==> src/rtl/lpl_pkg.sv <==
// ----------------------------------------------------------------------------
// lpl_pkg
// Shared types, constants and helpers for the lighthouse pulse localizer.
// ----------------------------------------------------------------------------
package lpl_pkg;

    localparam int WINDOW  = 5;
    localparam int WIN_AW  = $clog2(WINDOW);
    localparam int WIN_CW  = $clog2(WINDOW + 1);
    localparam int STAMP_W = 24;
    localparam int SLOT_W  = 40;
    localparam int DIV_W   = 64;
    localparam int DIV_CW  = $clog2(DIV_W + 1);
    localparam int QDEPTH  = 2;
    localparam int QAW     = $clog2(QDEPTH);
    localparam int QCW     = $clog2(QDEPTH + 1);

    localparam logic [STAMP_W-1:0] STAMP_MAX = 24'hFFFFFF;
    localparam logic [29:0] AXIS_MUL   = 30'd48;
    localparam logic [63:0] AXIS_BASE  = 64'd2501;
    // v/500 == ((v >> 2) * AXIS_RCP) >> 20 for every 16-bit v
    localparam logic [13:0] AXIS_RCP   = 14'd8389;
    localparam logic [63:0] PI_Q16     = 64'd205887;
    localparam logic [63:0] OFFN_H     = 64'd19818 * PI_Q16;
    localparam logic [63:0] OFFN_V     = 64'd58989 * PI_Q16;
    localparam logic [63:0] C1N_H      = 64'd1199250 << 32;
    localparam logic [63:0] C1N_V      = 64'd1061080 << 32;
    localparam logic [63:0] E_H        = 64'd14536;
    localparam logic [63:0] E_V        = 64'd20146;
    localparam logic [63:0] ANGLE_MAX  = 64'd65535;
    localparam logic [63:0] RANGE_MAX  = 64'hFFFFFF;

    typedef enum logic { OP_PULSE = 1'b0, OP_LOCATE = 1'b1 } t_op;

    typedef enum logic [1:0] {
        REG_CLOCK     = 2'd0,
        REG_MIN_SYNC  = 2'd1,
        REG_MAX_SYNC  = 2'd2,
        REG_PERIOD    = 2'd3
    } t_reg;

    typedef enum logic [3:0] {
        ST_IDLE, ST_CLS, ST_AX1, ST_AX2, ST_CHK,
        ST_ANG, ST_TDIV, ST_ODIV, ST_QDIV, ST_OUT
    } t_state;

    typedef struct packed {
        t_op                op;
        logic [STAMP_W-1:0] rise;
        logic [STAMP_W-1:0] fall;
        logic [SLOT_W-1:0]  slot;
    } t_cmd;

    typedef struct packed {
        logic [7:0]  clock_mhz;   // zero already mapped to one
        logic [9:0]  min_sync_us;
        logic [9:0]  max_sync_us;
        logic [15:0] period_us;   // zero already mapped to one
    } t_cfg;

    typedef struct packed {
        logic             start;
        logic [DIV_W-1:0] num;
        logic [DIV_W-1:0] den;
    } t_div_req;

    typedef struct packed {
        logic             done;
        logic [DIV_W-1:0] quo;
    } t_div_rsp;

    typedef struct packed {
        logic               fix_valid;
        logic [15:0]        azimuth;
        logic [15:0]        elevation;
        logic [STAMP_W-1:0] range_horiz;
        logic [STAMP_W-1:0] range_vert;
        logic [SLOT_W-1:0]  slot_echo;
    } t_fix;

    // Tick distance from a to b with 24-bit wrap (one tick short on wrap).
    function automatic logic [STAMP_W-1:0] span(input logic [STAMP_W-1:0] a,
                                                input logic [STAMP_W-1:0] b);
        logic [STAMP_W-1:0] diff;
        begin
            diff = b - a;
            return (a > b) ? diff - 24'd1 : diff;
        end
    endfunction

endpackage

==> src/rtl/lpl_if.sv <==
// ----------------------------------------------------------------------------
// lpl_if
// Valid/ready channels for pulse beats in and fix beats out.
// ----------------------------------------------------------------------------
interface lpl_in_if;
    logic        valid;
    logic        ready;
    logic        func;
    logic [23:0] rise_ticks;
    logic [23:0] fall_ticks;
    logic [39:0] slot_number;
    modport source (output valid, func, rise_ticks, fall_ticks, slot_number,
                    input ready);
    modport sink   (input valid, func, rise_ticks, fall_ticks, slot_number,
                    output ready);
endinterface

interface lpl_out_if;
    logic        valid;
    logic        ready;
    logic        fix_valid;
    logic [15:0] azimuth;
    logic [15:0] elevation;
    logic [23:0] range_horiz;
    logic [23:0] range_vert;
    logic [39:0] slot_echo;
    modport source (output valid, fix_valid, azimuth, elevation, range_horiz,
                    range_vert, slot_echo, input ready);
    modport sink   (input valid, fix_valid, azimuth, elevation, range_horiz,
                    range_vert, slot_echo, output ready);
endinterface

==> src/rtl/lighthouse_pulse_localizer_unit.sv <==
// ----------------------------------------------------------------------------
// lighthouse_pulse_localizer_unit
// Stores light pulse stamps and turns a window of them into an angle/range fix.
// ----------------------------------------------------------------------------
// Pulse beats: the ring is written when the back end, while idle, pops the beat.
// Localize beats: each quotient comes from the single shared 64-bit restoring
//   divider (one for axis decode per sweep, up to 4 per axis for angle and
//   distance).
// The two-entry command queue keeps accepting while the back end works, until full.
// Reset (synchronous, active low): ring and write slot cleared, registers at
//   their defaults, queue and result register empty.
// ----------------------------------------------------------------------------
module lighthouse_pulse_localizer_unit
    import lpl_pkg::*;
(
    input  logic        i_clk,
    input  logic        i_rst_n,
    lpl_in_if.sink      i_pulse,
    lpl_out_if.source   o_fix,
    input  logic        psel,
    input  logic        penable,
    input  logic        pwrite,
    input  logic [3:0]  paddr,
    input  logic [31:0] pwdata,
    output logic [31:0] prdata,
    output logic        pready
);

    // configuration registers
    logic [7:0]  r_clock_mhz;
    logic [9:0]  r_min_sync;
    logic [9:0]  r_max_sync;
    logic [15:0] r_period;
    logic        cfg_wr;
    t_reg        reg_sel;
    t_cfg        cfg;

    logic        cmd_valid, cmd_pop;
    t_cmd        cmd;
    t_div_req    div_req;
    t_div_rsp    div_rsp;

    assign pready  = 1'b1;
    assign cfg_wr  = psel && penable && pwrite && pready;
    assign reg_sel = t_reg'(paddr[3:2]);

    always_ff @(posedge i_clk) begin
        if (!i_rst_n) begin
            r_clock_mhz <= 8'd32;
            r_min_sync  <= 10'd50;
            r_max_sync  <= 10'd140;
            r_period    <= 16'd8333;
        end else if (cfg_wr) begin
            case (reg_sel)
                REG_CLOCK:    r_clock_mhz <= pwdata[7:0];
                REG_MIN_SYNC: r_min_sync  <= pwdata[9:0];
                REG_MAX_SYNC: r_max_sync  <= pwdata[9:0];
                REG_PERIOD:   r_period    <= pwdata[15:0];
                default:      r_period    <= r_period;
            endcase
        end
    end

    always_comb begin
        case (reg_sel)
            REG_CLOCK:    prdata = {24'd0, r_clock_mhz};
            REG_MIN_SYNC: prdata = {22'd0, r_min_sync};
            REG_MAX_SYNC: prdata = {22'd0, r_max_sync};
            REG_PERIOD:   prdata = {16'd0, r_period};
            default:      prdata = '0;
        endcase
    end

    // zero clock or period behaves as one
    always_comb begin
        cfg.clock_mhz   = (r_clock_mhz == '0) ? 8'd1 : r_clock_mhz;
        cfg.min_sync_us = r_min_sync;
        cfg.max_sync_us = r_max_sync;
        cfg.period_us   = (r_period == '0) ? 16'd1 : r_period;
    end

    // front: accept and decode beats into the command queue
    lpl_front u_front (
        .i_clk       (i_clk),
        .i_rst_n     (i_rst_n),
        .i_pulse     (i_pulse),
        .o_cmd_valid (cmd_valid),
        .o_cmd       (cmd),
        .i_cmd_pop   (cmd_pop)
    );

    // shared serial divider
    lpl_div u_div (
        .i_clk   (i_clk),
        .i_rst_n (i_rst_n),
        .i_req   (div_req),
        .o_rsp   (div_rsp)
    );

    // back: ring storage, window walk, fix math, result register
    lpl_back u_back (
        .i_clk       (i_clk),
        .i_rst_n     (i_rst_n),
        .i_cmd_valid (cmd_valid),
        .i_cmd       (cmd),
        .o_cmd_pop   (cmd_pop),
        .i_cfg       (cfg),
        .o_div       (div_req),
        .i_div       (div_rsp),
        .o_fix       (o_fix)
    );

endmodule

==> src/rtl/lpl_front.sv <==
// ----------------------------------------------------------------------------
// lpl_front
// Accepts beats, decodes the operation and queues commands for the back end.
// ----------------------------------------------------------------------------
module lpl_front
    import lpl_pkg::*;
(
    input  logic      i_clk,
    input  logic      i_rst_n,
    lpl_in_if.sink    i_pulse,
    output logic      o_cmd_valid,
    output t_cmd      o_cmd,
    input  logic      i_cmd_pop
);

    t_cmd             r_mem [QDEPTH];
    logic [QAW-1:0]   r_wr, r_rd;
    logic [QCW-1:0]   r_cnt;
    logic             push;
    t_cmd             cmd_in;

    assign i_pulse.ready = (r_cnt != QCW'(QDEPTH));
    assign push          = i_pulse.valid && i_pulse.ready;
    assign o_cmd_valid   = (r_cnt != '0);
    assign o_cmd         = r_mem[r_rd];

    always_comb begin
        cmd_in.op   = i_pulse.func ? OP_LOCATE : OP_PULSE;
        cmd_in.rise = i_pulse.rise_ticks;
        cmd_in.fall = i_pulse.fall_ticks;
        cmd_in.slot = i_pulse.slot_number;
    end

    always_ff @(posedge i_clk) begin
        if (push) begin
            r_mem[r_wr] <= cmd_in;
        end
    end

    always_ff @(posedge i_clk) begin
        if (!i_rst_n) begin
            r_wr  <= '0;
            r_rd  <= '0;
            r_cnt <= '0;
        end else begin
            if (push) begin
                r_wr <= (r_wr == QAW'(QDEPTH - 1)) ? '0 : r_wr + 1'b1;
            end
            if (i_cmd_pop) begin
                r_rd <= (r_rd == QAW'(QDEPTH - 1)) ? '0 : r_rd + 1'b1;
            end
            r_cnt <= r_cnt + QCW'(push) - QCW'(i_cmd_pop);
        end
    end

endmodule

==> src/rtl/lpl_div.sv <==
// ----------------------------------------------------------------------------
// lpl_div
// Restoring divider, one quotient bit per cycle.
// ----------------------------------------------------------------------------
module lpl_div
    import lpl_pkg::*;
(
    input  logic     i_clk,
    input  logic     i_rst_n,
    input  t_div_req i_req,
    output t_div_rsp o_rsp
);

    logic [DIV_W-1:0]  r_rem, r_quo, r_den;
    logic [DIV_CW-1:0] r_cnt;
    logic              r_busy, r_done;
    logic [DIV_W:0]    sh, diff;
    logic              fits;

    assign sh   = {r_rem, r_quo[DIV_W-1]};
    assign diff = sh - {1'b0, r_den};
    assign fits = (sh >= {1'b0, r_den});

    assign o_rsp.done = r_done;
    assign o_rsp.quo  = r_quo;

    always_ff @(posedge i_clk) begin
        if (i_req.start) begin
            r_rem <= '0;
            r_quo <= i_req.num;
            r_den <= i_req.den;
        end else if (r_busy) begin
            r_rem <= fits ? diff[DIV_W-1:0] : sh[DIV_W-1:0];
            r_quo <= {r_quo[DIV_W-2:0], fits};
        end
    end

    always_ff @(posedge i_clk) begin
        if (!i_rst_n) begin
            r_busy <= 1'b0;
            r_done <= 1'b0;
            r_cnt  <= '0;
        end else begin
            r_done <= 1'b0;
            if (i_req.start) begin
                r_busy <= 1'b1;
                r_cnt  <= DIV_CW'(DIV_W);
            end else if (r_busy) begin
                r_cnt <= r_cnt - 1'b1;
                if (r_cnt == DIV_CW'(1)) begin
                    r_busy <= 1'b0;
                    r_done <= 1'b1;
                end
            end
        end
    end

endmodule

==> src/rtl/lpl_back.sv <==
// ----------------------------------------------------------------------------
// lpl_back
// Pulse ring, window walk sequencer and fix arithmetic on the shared divider.
// ----------------------------------------------------------------------------
module lpl_back
    import lpl_pkg::*;
(
    input  logic      i_clk,
    input  logic      i_rst_n,
    input  logic      i_cmd_valid,
    input  t_cmd      i_cmd,
    output logic      o_cmd_pop,
    input  t_cfg      i_cfg,
    output t_div_req  o_div,
    input  t_div_rsp  i_div,
    lpl_out_if.source o_fix
);

    t_state              r_state, n_state;
    logic [47:0]         r_ring [WINDOW];
    logic [WIN_AW-1:0]   r_wslot, r_ptr;
    logic [WIN_CW-1:0]   r_idx, r_first;
    logic                r_ok, r_wait, r_vert, r_neg;
    logic [2:0]          r_sum;
    logic [STAMP_W-1:0]  r_prev_w, r_prev_f, r_cur_w, r_cur_g, r_cur_f;
    logic [STAMP_W-1:0]  r_gh, r_wh, r_gv, r_wv;
    logic [15:0]         r_v, r_az, r_el;
    logic [STAMP_W-1:0]  r_rh, r_rv;
    logic [DIV_W-1:0]    r_t, r_d;
    logic [SLOT_W-1:0]   r_slot;
    t_fix                r_out;
    logic                r_out_valid;

    logic [47:0]         entry;
    logic [STAMP_W-1:0]  e_rise, e_fall, w_cur, g_cur, g_sel, w_sel;
    logic [17:0]         thr_min, thr_max;
    logic                is_sweep, is_sync, has_first, k_ok, last;
    logic [WIN_CW-1:0]   k;
    logic [29:0]         prod48;
    logic [23:0]         cp;
    logic [DIV_W-1:0]    offn, c1n, e_val, q, d_val, rr, vq;
    logic                d_neg, d_zero, out_free, final_ok;
    logic [27:0]         v_prod;
    logic [1:0]          ax;

    // ---------------- datapath decode ----------------
    always_comb begin
        entry     = r_ring[r_ptr];
        e_rise    = entry[23:0];
        e_fall    = entry[47:24];
        w_cur     = span(e_rise, e_fall);
        g_cur     = span(r_prev_f, e_rise);
        thr_min   = {8'd0, i_cfg.min_sync_us} * {10'd0, i_cfg.clock_mhz};
        thr_max   = {8'd0, i_cfg.max_sync_us} * {10'd0, i_cfg.clock_mhz};
        is_sweep  = w_cur < {6'd0, thr_min};
        is_sync   = !is_sweep && (w_cur < {6'd0, thr_max});
        has_first = (r_first != WIN_CW'(WINDOW));
        k         = r_idx - r_first;
        k_ok      = (k == WIN_CW'(1)) || (k == WIN_CW'(3));
        last      = (r_idx == WIN_CW'(WINDOW - 1));
        prod48    = {6'd0, r_prev_w} * AXIS_MUL;
        cp        = {16'd0, i_cfg.clock_mhz} * {8'd0, i_cfg.period_us};
        g_sel     = r_vert ? r_gv : r_gh;
        w_sel     = r_vert ? r_wv : r_wh;
        offn      = r_vert ? OFFN_V : OFFN_H;
        c1n       = r_vert ? C1N_V : C1N_H;
        e_val     = r_vert ? E_V : E_H;
        q         = i_div.quo;
        vq        = q - AXIS_BASE;
        // axis bit is the parity of v/500; bit 20 is the quotient's LSB
        v_prod    = {14'd0, r_v[15:2]} * {14'd0, AXIS_RCP};
        ax        = v_prod[20] ? 2'd2 : 2'd1;
        final_ok  = r_ok && has_first && (r_sum == 3'd3);
        out_free  = !r_out_valid || o_fix.ready;
        // fitted distance denominator; quotient holds the offset term here
        d_neg = 1'b0;
        if (!r_vert) begin
            d_val = r_t + q;
        end else if (r_t >= q) begin
            d_val = r_t - q;
        end else begin
            d_val = q - r_t;
            d_neg = 1'b1;
        end
        d_zero = (d_val == '0);
        // range from reciprocal quotient
        if (r_neg) begin
            rr = (q >= e_val) ? '0 : e_val - q;
        end else begin
            rr = e_val + q;
        end
    end

    // ---------------- next state ----------------
    always_comb begin
        n_state = r_state;
        case (r_state)
            ST_IDLE: begin
                if (i_cmd_valid && i_cmd.op == OP_LOCATE) begin
                    n_state = ST_CLS;
                end
            end
            ST_CLS: begin
                if (!is_sweep && !is_sync) begin
                    n_state = ST_OUT;
                end else if (is_sweep && has_first) begin
                    n_state = k_ok ? ST_AX1 : ST_OUT;
                end else if (last) begin
                    n_state = ST_CHK;
                end
            end
            ST_AX1:  if (i_div.done) n_state = ST_AX2;
            ST_AX2:  n_state = last ? ST_CHK : ST_CLS;
            ST_CHK:  n_state = final_ok ? ST_ANG : ST_OUT;
            ST_ANG:  if (i_div.done) n_state = ST_TDIV;
            ST_TDIV: if (i_div.done) n_state = ST_ODIV;
            ST_ODIV: begin
                if (i_div.done) begin
                    if (!d_zero) n_state = ST_QDIV;
                    else         n_state = r_vert ? ST_OUT : ST_ANG;
                end
            end
            ST_QDIV: if (i_div.done) n_state = r_vert ? ST_OUT : ST_ANG;
            ST_OUT:  if (out_free) n_state = ST_IDLE;
            default: n_state = ST_IDLE;
        endcase
    end

    // ---------------- outputs ----------------
    always_comb begin
        o_cmd_pop   = (r_state == ST_IDLE) && i_cmd_valid;
        o_div.start = 1'b0;
        o_div.num   = '0;
        o_div.den   = 64'd1;
        case (r_state)
            ST_AX1: begin
                o_div.start = !r_wait;
                o_div.num   = {34'd0, prod48};
                o_div.den   = {56'd0, i_cfg.clock_mhz};
            end
            ST_ANG: begin
                o_div.start = !r_wait;
                o_div.num   = {24'd0, g_sel, 16'd0};
                o_div.den   = {40'd0, cp};
            end
            ST_TDIV: begin
                o_div.start = !r_wait;
                o_div.num   = {8'd0, w_sel, 32'd0};
                o_div.den   = {56'd0, i_cfg.clock_mhz};
            end
            ST_ODIV: begin
                o_div.start = !r_wait;
                o_div.num   = offn;
                o_div.den   = {48'd0, i_cfg.period_us};
            end
            ST_QDIV: begin
                o_div.start = !r_wait;
                o_div.num   = c1n;
                o_div.den   = r_d;
            end
            default: begin
                o_div.start = 1'b0;
            end
        endcase
    end

    assign o_fix.valid       = r_out_valid;
    assign o_fix.fix_valid   = r_out.fix_valid;
    assign o_fix.azimuth     = r_out.azimuth;
    assign o_fix.elevation   = r_out.elevation;
    assign o_fix.range_horiz = r_out.range_horiz;
    assign o_fix.range_vert  = r_out.range_vert;
    assign o_fix.slot_echo   = r_out.slot_echo;

    // ---------------- control registers ----------------
    always_ff @(posedge i_clk) begin
        if (!i_rst_n) begin
            r_state     <= ST_IDLE;
            r_wait      <= 1'b0;
            r_wslot     <= '0;
            r_out_valid <= 1'b0;
            for (int i = 0; i < WINDOW; i++) begin
                r_ring[i] <= '0;
            end
        end else begin
            r_state <= n_state;
            if (o_div.start)     r_wait <= 1'b1;
            else if (i_div.done) r_wait <= 1'b0;
            if (o_cmd_pop && i_cmd.op == OP_PULSE) begin
                r_ring[r_wslot] <= {i_cmd.fall, i_cmd.rise};
                r_wslot <= (r_wslot == WIN_AW'(WINDOW - 1)) ? '0 : r_wslot + 1'b1;
            end
            if (r_state == ST_OUT && out_free) begin
                r_out_valid <= 1'b1;
            end else if (o_fix.ready) begin
                r_out_valid <= 1'b0;
            end
        end
    end

    // ---------------- walk and arithmetic registers ----------------
    always_ff @(posedge i_clk) begin
        case (r_state)
            ST_IDLE: begin
                r_ptr   <= r_wslot;
                r_idx   <= '0;
                r_first <= WIN_CW'(WINDOW);
                r_ok    <= 1'b1;
                r_sum   <= '0;
                r_vert  <= 1'b0;
                r_slot  <= i_cmd.slot;
            end
            ST_CLS: begin
                r_cur_w <= w_cur;
                r_cur_g <= g_cur;
                r_cur_f <= e_fall;
                if (!is_sweep && !is_sync) begin
                    r_ok <= 1'b0;
                end else if (is_sweep && has_first) begin
                    if (!k_ok) r_ok <= 1'b0;
                end else begin
                    if (is_sync && !has_first) r_first <= r_idx;
                    r_prev_w <= w_cur;
                    r_prev_f <= e_fall;
                    r_idx    <= r_idx + 1'b1;
                    r_ptr    <= (r_ptr == WIN_AW'(WINDOW - 1)) ? '0 : r_ptr + 1'b1;
                end
            end
            ST_AX1: begin
                if (i_div.done) begin
                    if (q < AXIS_BASE)          r_v <= '0;
                    else if (vq > ANGLE_MAX)    r_v <= 16'hFFFF;
                    else                        r_v <= vq[15:0];
                end
            end
            ST_AX2: begin
                if (ax == 2'd1) begin
                    r_gh <= r_cur_g;
                    r_wh <= r_cur_w;
                end else begin
                    r_gv <= r_cur_g;
                    r_wv <= r_cur_w;
                end
                r_sum    <= r_sum + {1'b0, ax};
                r_prev_w <= r_cur_w;
                r_prev_f <= r_cur_f;
                r_idx    <= r_idx + 1'b1;
                r_ptr    <= (r_ptr == WIN_AW'(WINDOW - 1)) ? '0 : r_ptr + 1'b1;
            end
            ST_CHK: begin
                r_ok <= final_ok;
            end
            ST_ANG: begin
                if (i_div.done) begin
                    if (r_vert) r_el <= (q > ANGLE_MAX) ? 16'hFFFF : q[15:0];
                    else        r_az <= (q > ANGLE_MAX) ? 16'hFFFF : q[15:0];
                end
            end
            ST_TDIV: begin
                if (i_div.done) r_t <= q;
            end
            ST_ODIV: begin
                if (i_div.done) begin
                    r_d   <= d_val;
                    r_neg <= d_neg;
                    if (d_zero) begin
                        if (r_vert) r_rv <= STAMP_MAX;
                        else        r_rh <= STAMP_MAX;
                        r_vert <= 1'b1;
                    end
                end
            end
            ST_QDIV: begin
                if (i_div.done) begin
                    if (r_vert) r_rv <= (rr > RANGE_MAX) ? STAMP_MAX : rr[23:0];
                    else        r_rh <= (rr > RANGE_MAX) ? STAMP_MAX : rr[23:0];
                    r_vert <= 1'b1;
                end
            end
            ST_OUT: begin
                if (out_free) begin
                    r_out.fix_valid   <= r_ok;
                    r_out.azimuth     <= r_ok ? r_az : '0;
                    r_out.elevation   <= r_ok ? r_el : '0;
                    r_out.range_horiz <= r_ok ? r_rh : '0;
                    r_out.range_vert  <= r_ok ? r_rv : '0;
                    r_out.slot_echo   <= r_slot;
                end
            end
            default: begin
                r_ok <= r_ok;
            end
        endcase
    end

endmodule

==> src/flat_wrapper.sv <==
// flat-port wrapper written by rule: the top's interface ports become plain ports
module lighthouse_pulse_localizer_unit_flat import lpl_pkg::*;
  (i_clk, i_rst_n, psel, penable, pwrite, paddr, pwdata, prdata, pready, i_pulse_valid, i_pulse_func, i_pulse_rise_ticks, i_pulse_fall_ticks, i_pulse_slot_number, i_pulse_ready, o_fix_valid, o_fix_fix_valid, o_fix_azimuth, o_fix_elevation, o_fix_range_horiz, o_fix_range_vert, o_fix_slot_echo, o_fix_ready);
  lpl_in_if i_pulse_i ();
  lpl_out_if o_fix_i ();
  input  logic i_clk;
  input  logic i_rst_n;
  input  logic psel;
  input  logic penable;
  input  logic pwrite;
  input  logic [3:0] paddr;
  input  logic [31:0] pwdata;
  output logic [31:0] prdata;
  output logic pready;
  input wire logic [$bits(i_pulse_i.valid)-1:0] i_pulse_valid;
  input wire logic [$bits(i_pulse_i.func)-1:0] i_pulse_func;
  input wire logic [$bits(i_pulse_i.rise_ticks)-1:0] i_pulse_rise_ticks;
  input wire logic [$bits(i_pulse_i.fall_ticks)-1:0] i_pulse_fall_ticks;
  input wire logic [$bits(i_pulse_i.slot_number)-1:0] i_pulse_slot_number;
  output wire logic [$bits(i_pulse_i.ready)-1:0] i_pulse_ready;
  output wire logic [$bits(o_fix_i.valid)-1:0] o_fix_valid;
  output wire logic [$bits(o_fix_i.fix_valid)-1:0] o_fix_fix_valid;
  output wire logic [$bits(o_fix_i.azimuth)-1:0] o_fix_azimuth;
  output wire logic [$bits(o_fix_i.elevation)-1:0] o_fix_elevation;
  output wire logic [$bits(o_fix_i.range_horiz)-1:0] o_fix_range_horiz;
  output wire logic [$bits(o_fix_i.range_vert)-1:0] o_fix_range_vert;
  output wire logic [$bits(o_fix_i.slot_echo)-1:0] o_fix_slot_echo;
  input wire logic [$bits(o_fix_i.ready)-1:0] o_fix_ready;
  assign i_pulse_i.valid = i_pulse_valid;
  assign i_pulse_i.func = i_pulse_func;
  assign i_pulse_i.rise_ticks = i_pulse_rise_ticks;
  assign i_pulse_i.fall_ticks = i_pulse_fall_ticks;
  assign i_pulse_i.slot_number = i_pulse_slot_number;
  assign i_pulse_ready = i_pulse_i.ready;
  assign o_fix_valid = o_fix_i.valid;
  assign o_fix_fix_valid = o_fix_i.fix_valid;
  assign o_fix_azimuth = o_fix_i.azimuth;
  assign o_fix_elevation = o_fix_i.elevation;
  assign o_fix_range_horiz = o_fix_i.range_horiz;
  assign o_fix_range_vert = o_fix_i.range_vert;
  assign o_fix_slot_echo = o_fix_i.slot_echo;
  assign o_fix_i.ready = o_fix_ready;
  lighthouse_pulse_localizer_unit u_core (.i_clk(i_clk), .i_rst_n(i_rst_n), .i_pulse(i_pulse_i), .o_fix(o_fix_i), .psel(psel), .penable(penable), .pwrite(pwrite), .paddr(paddr), .pwdata(pwdata), .prdata(prdata), .pready(pready));
endmodule
==> config.mk <==
export PLATFORM = sky130hd
export DESIGN_NAME = lighthouse_pulse_localizer_unit_flat
export DESIGN_NICKNAME = d
export VERILOG_FILES = /design/src/rtl/lpl_pkg.sv /design/src/rtl/lpl_if.sv /design/src/rtl/lighthouse_pulse_localizer_unit.sv /design/src/rtl/lpl_front.sv /design/src/rtl/lpl_div.sv /design/src/rtl/lpl_back.sv /design/src/flat_wrapper.sv
export SDC_FILE = /design/constraint.sdc
export NUM_CORES = 2
export LEC_CHECK = 0
export BUFFER_PORTS_ARGS = -buffer_cell sky130_fd_sc_hd__buf_2
export CORE_ASPECT_RATIO = 0.6
export CORE_UTILIZATION = 56
export CTS_CLUSTER_DIAMETER = 50
export DETAILED_ROUTE_END_ITERATION = 6
export PLACE_DENSITY_LB_ADDON = 0.2
export SKIP_LAST_GASP = 1
export SYNTH_ARGS = -nofsm -noshare
export SYNTH_HDL_FRONTEND = slang
export SYNTH_HIERARCHICAL = 1
export SYNTH_SLANG_ARGS = --single-unit
export TNS_END_PERCENT = 100
==> constraint.sdc <==
create_clock -name i_clk -period 18.1 [get_ports i_clk]
set_input_delay 1.81 -clock i_clk [delete_from_list [all_inputs] [get_ports i_clk]]
set_output_delay 1.81 -clock i_clk [all_outputs]
set_load 0.005 [all_outputs]
==> results.json <==
{
  "post-cts-setup-buffers": 0,
  "fin_nets": 9653,
  "max_slew.worst_pin.slew_ns": 1.47,
  "slew_headroom_pct": 1.39,
  "cts_buffers": 151,
  "max-vdd-ir-drop_mv": 0.149,
  "violations": "max-capacitance violations",
  "clkTransAtPathRegs_ns": 0.07,
  "end_kind": "register",
  "crit_buf_inv": 4,
  "grt_pass1_vias": 66905,
  "maxSlewViolCount": 0,
  "port_buffers": 252,
  "worstPathRequired_ns": 18.50,
  "cts.path.max_buffers": 4,
  "grt_setup_unrepaired": "false",
  "cts-resized-gates": 0,
  "combPwrFrac_pct": 55.0,
  "min-delay-start": "u_core/u_back/r_slot[10]",
  "ys_ff_latch": 1438,
  "num_rows": 114,
  "fp.coreArea_sq_um": 162000,
  "p_int_mw": 9.20,
  "finalClockSkew_ns": 0.0676,
  "grt_pass1_wl_mm": 456,
  "cts_tree": "done",
  "drive_gt1_share_pct": 12.3,
  "antenna_left": 0,
  "syn_to_final_growth_pct": 9.04,
  "ctsHoldBuffers": 0,
  "power_density_nw_per_um2": 176,
  "power_leakage_nw": 39.8,
  "vias": 71963,
  "synth_cell_types": 127,
  "crit_type": "reg -> reg",
  "drcViolationCount": 0,
  "globalRouteOverflowTotal": 0,
  "holdWs_ns": 0.386,
  "fillers": 12967,
  "ys_async_sr_fraction_pct": 0,
  "grt_max_degree": 83,
  "synth_edf_count": 1304,
  "dieWidth_microns": 525,
  "initial_core_util_pct": 56.7,
  "cts_sinks": 1438,
  "multi_input_area_sq_um": 45800,
  "hold_viol": 0,
  "netSwitchingFraction_pct": 47.8,
  "placed_cells": 10711,
  "period_share_pct": 56.8,
  "place.gp.congestion": 1.07,
  "path_common_cell": "nor2_4",
  "fp.dieH_microns": 316,
  "drv_cap": 1,
  "yosys-top-cells-area": "edfxtp_1 (43%), ha_1 (8.1%), fa_1 (4.6%), and2_1 (4.1%), dfxtp_1 (2.9%)",
  "period_needed_ns": 10.28,
  "critPathMaxFanout": 74,
  "drt_iter0_drc": 10402,
  "max_stage_delay_ns": 0.77,
  "status": "finished, violations left",
  "fmax_mhz": 97.2,
  "finalSetupViolCount": 0,
  "clk_latency_ns": 0.83,
  "wirelength_mm": 314,
  "start_kind": "register",
  "hold_class": "reg -> reg",
  "synth_area_per_cell_sq_um": 10.7,
  "arrival_ns": 10.68,
  "vias_per_cell": 6.55,
  "synth_top_area_cell": "edfxtp_1",
  "seqPwrFrac_pct": 27.7,
  "critPathSlowestCell": "a21oi_1",
  "p_clk_share_pct": 17.3,
  "synthTopCellsByCount": "edfxtp_1 (1,304), inv_1 (686), nand2_1 (601)",
  "yosys_warnings": 6,
  "final-seq-area_sq_um": 41900,
  "htreeDepth": 4,
  "crit_family": "compound AO/OA/AOI/OAI gates",
  "drt-pass1-iter-count": 6,
  "num_io_pins": 288,
  "clock-root-buffer": "clkbuf_16",
  "netlist_area_sq_um": 91900,
  "instances_no_fill": 10982,
  "grt.total_usage_pct": 37.3,
  "routedWlPerCell_microns": 28.6,
  "switching_power_mw": 8.43,
  "antenna_found_initial": 16,
  "synthCells": 8577,
  "tns_ns": 0,
  "synth_ff_type": "edfxtp_1",
  "dp.final_hpwl_mm": 237,
  "die_area_sq_um": 166000,
  "synth_top_cell_area_share_pct": 42.6,
  "synth_most_common_cell": "edfxtp_1",
  "ys_seq_area_share_pct": 45.5
}
## cells in the final DEF, fill, tap and decap left out, drive strengths merged, types with 209 or more instances in the layout
cell | synthesis | routed
fa | 209 | 209
nand2 | 604 | 604
edfxtp | 1304 | 1304
ha | 594 | 594
nor2 | 565 | 565
buf | 110 | 418
inv | 688 | 707
and2 | 602 | 602
a21oi | 535 | 535
o21ai | 369 | 369
## registers in the layout (all words and copies together) (netlist names), 24 cells and up, named ones only
register,cells
u_core/u_back/r_cur_w,24
u_core/u_back/r_d,64
u_core/u_back/o_fix.slot_echo,40
u_core/u_back/r_slot,40
u_core/u_div/r_rem,64
u_core/u_back/r_cur_g,24
u_core/u_front/r_mem,178
u_core/u_back/r_wh,24
u_core/u_back/r_gv,24
u_core/u_back/r_rh,24
u_core/u_back/r_cur_f,24
u_core/u_back/r_ring,384
u_core/u_div/r_quo,64
u_core/u_back/r_prev_f,24
u_core/u_back/r_wv,24
u_core/u_back/o_fix.range_vert,24
u_core/u_back/r_gh,24
u_core/u_back/o_fix.range_horiz,24
u_core/u_div/r_den,64
u_core/u_back/r_rv,24
u_core/u_back/r_t,64
u_core/u_back/r_prev_w,24
## cell families (layout without fill, tap and decap cells)
| logic type | after synthesis | count (layout) | share of synthesized area [%] |
|---|---|---|---|
| flip-flops | 1438 | 1438 | 45.5 |
| AO/OA/AOI/OAI | 1763 | 1763 | 12.5 |
| buffers and inverters | 1146 | 1376 | 4.99 |
| other | 3 | 32 | 0.0122 |
| AND/OR/NAND/NOR | 2699 | 2699 | 15.2 |
| XOR/XNOR | 299 | 299 | 2.85 |
| adder cells (fa/ha/maj) | 803 | 803 | 12.6 |
| multiplexers | 426 | 426 | 6.37 |
## metrics by stage
stage,util [%],total power [mW],area [sq um],worst slack (ns)
after floorplan,-,10.6,92000,7.31
after global routing,61.9,18.3,100000,7.52
after detailed placement,58.9,14.0,95500,8.20
after global placement,58.9,14.0,95500,8.36
after CTS,61.9,17.1,100000,8.06
final,61.9,17.6,100000,7.82
## power groups by stage
stage / registers [mW] / clock network [mW] / logic, mW
after global routing: 4.91 / 3.22 / 10.2
after CTS: 4.86 / 3.10 / 9.19
after floorplan: 4.80 / 0 / 5.84
after global placement: 4.90 / 0 / 9.05
after detailed placement: 4.93 / 0 / 9.11
final: 4.87 / 3.06 / 9.69
## cell type report
class | instances | share of cell area [%]
Timing Repair Buffer | 418 | 2.53
Clock buffer | 172 | 3.89
Clock inverter | 93 | 0.851
Inverter | 693 | 2.60
Sequential cell | 1438 | 41.8
Antenna cell | 6 | 0.0150
Multi-Input combinational cell | 6016 | 45.7
Tap cell | 2146 | 2.68
## metal layers
metal / vias to the layer above / share of wire, % / global-route usage (%)
met1: 35793 / 47 / 59.9
met4: 6 / 1.6 / 6.04
li1: 31326 / - / -
met5: - / 0.023 / 0
met2: 4529 / 36 / 45.7
met3: 309 / 16 / 15.6
## final timing paths
kind | end | slack (ns) | cells past startpoint
max reg2reg | u_core/u_back/r_prev_w[16] | 7.82 | 29
min | u_core/u_back/o_fix.slot_echo[10] | 0.39 | 0
min reg2reg | u_core/u_back/o_fix.slot_echo[10] | 0.39 | 0
max | u_core/u_back/r_prev_w[16] | 7.82 | 29
No activity file was read; power rests on OpenSTA's default activity.
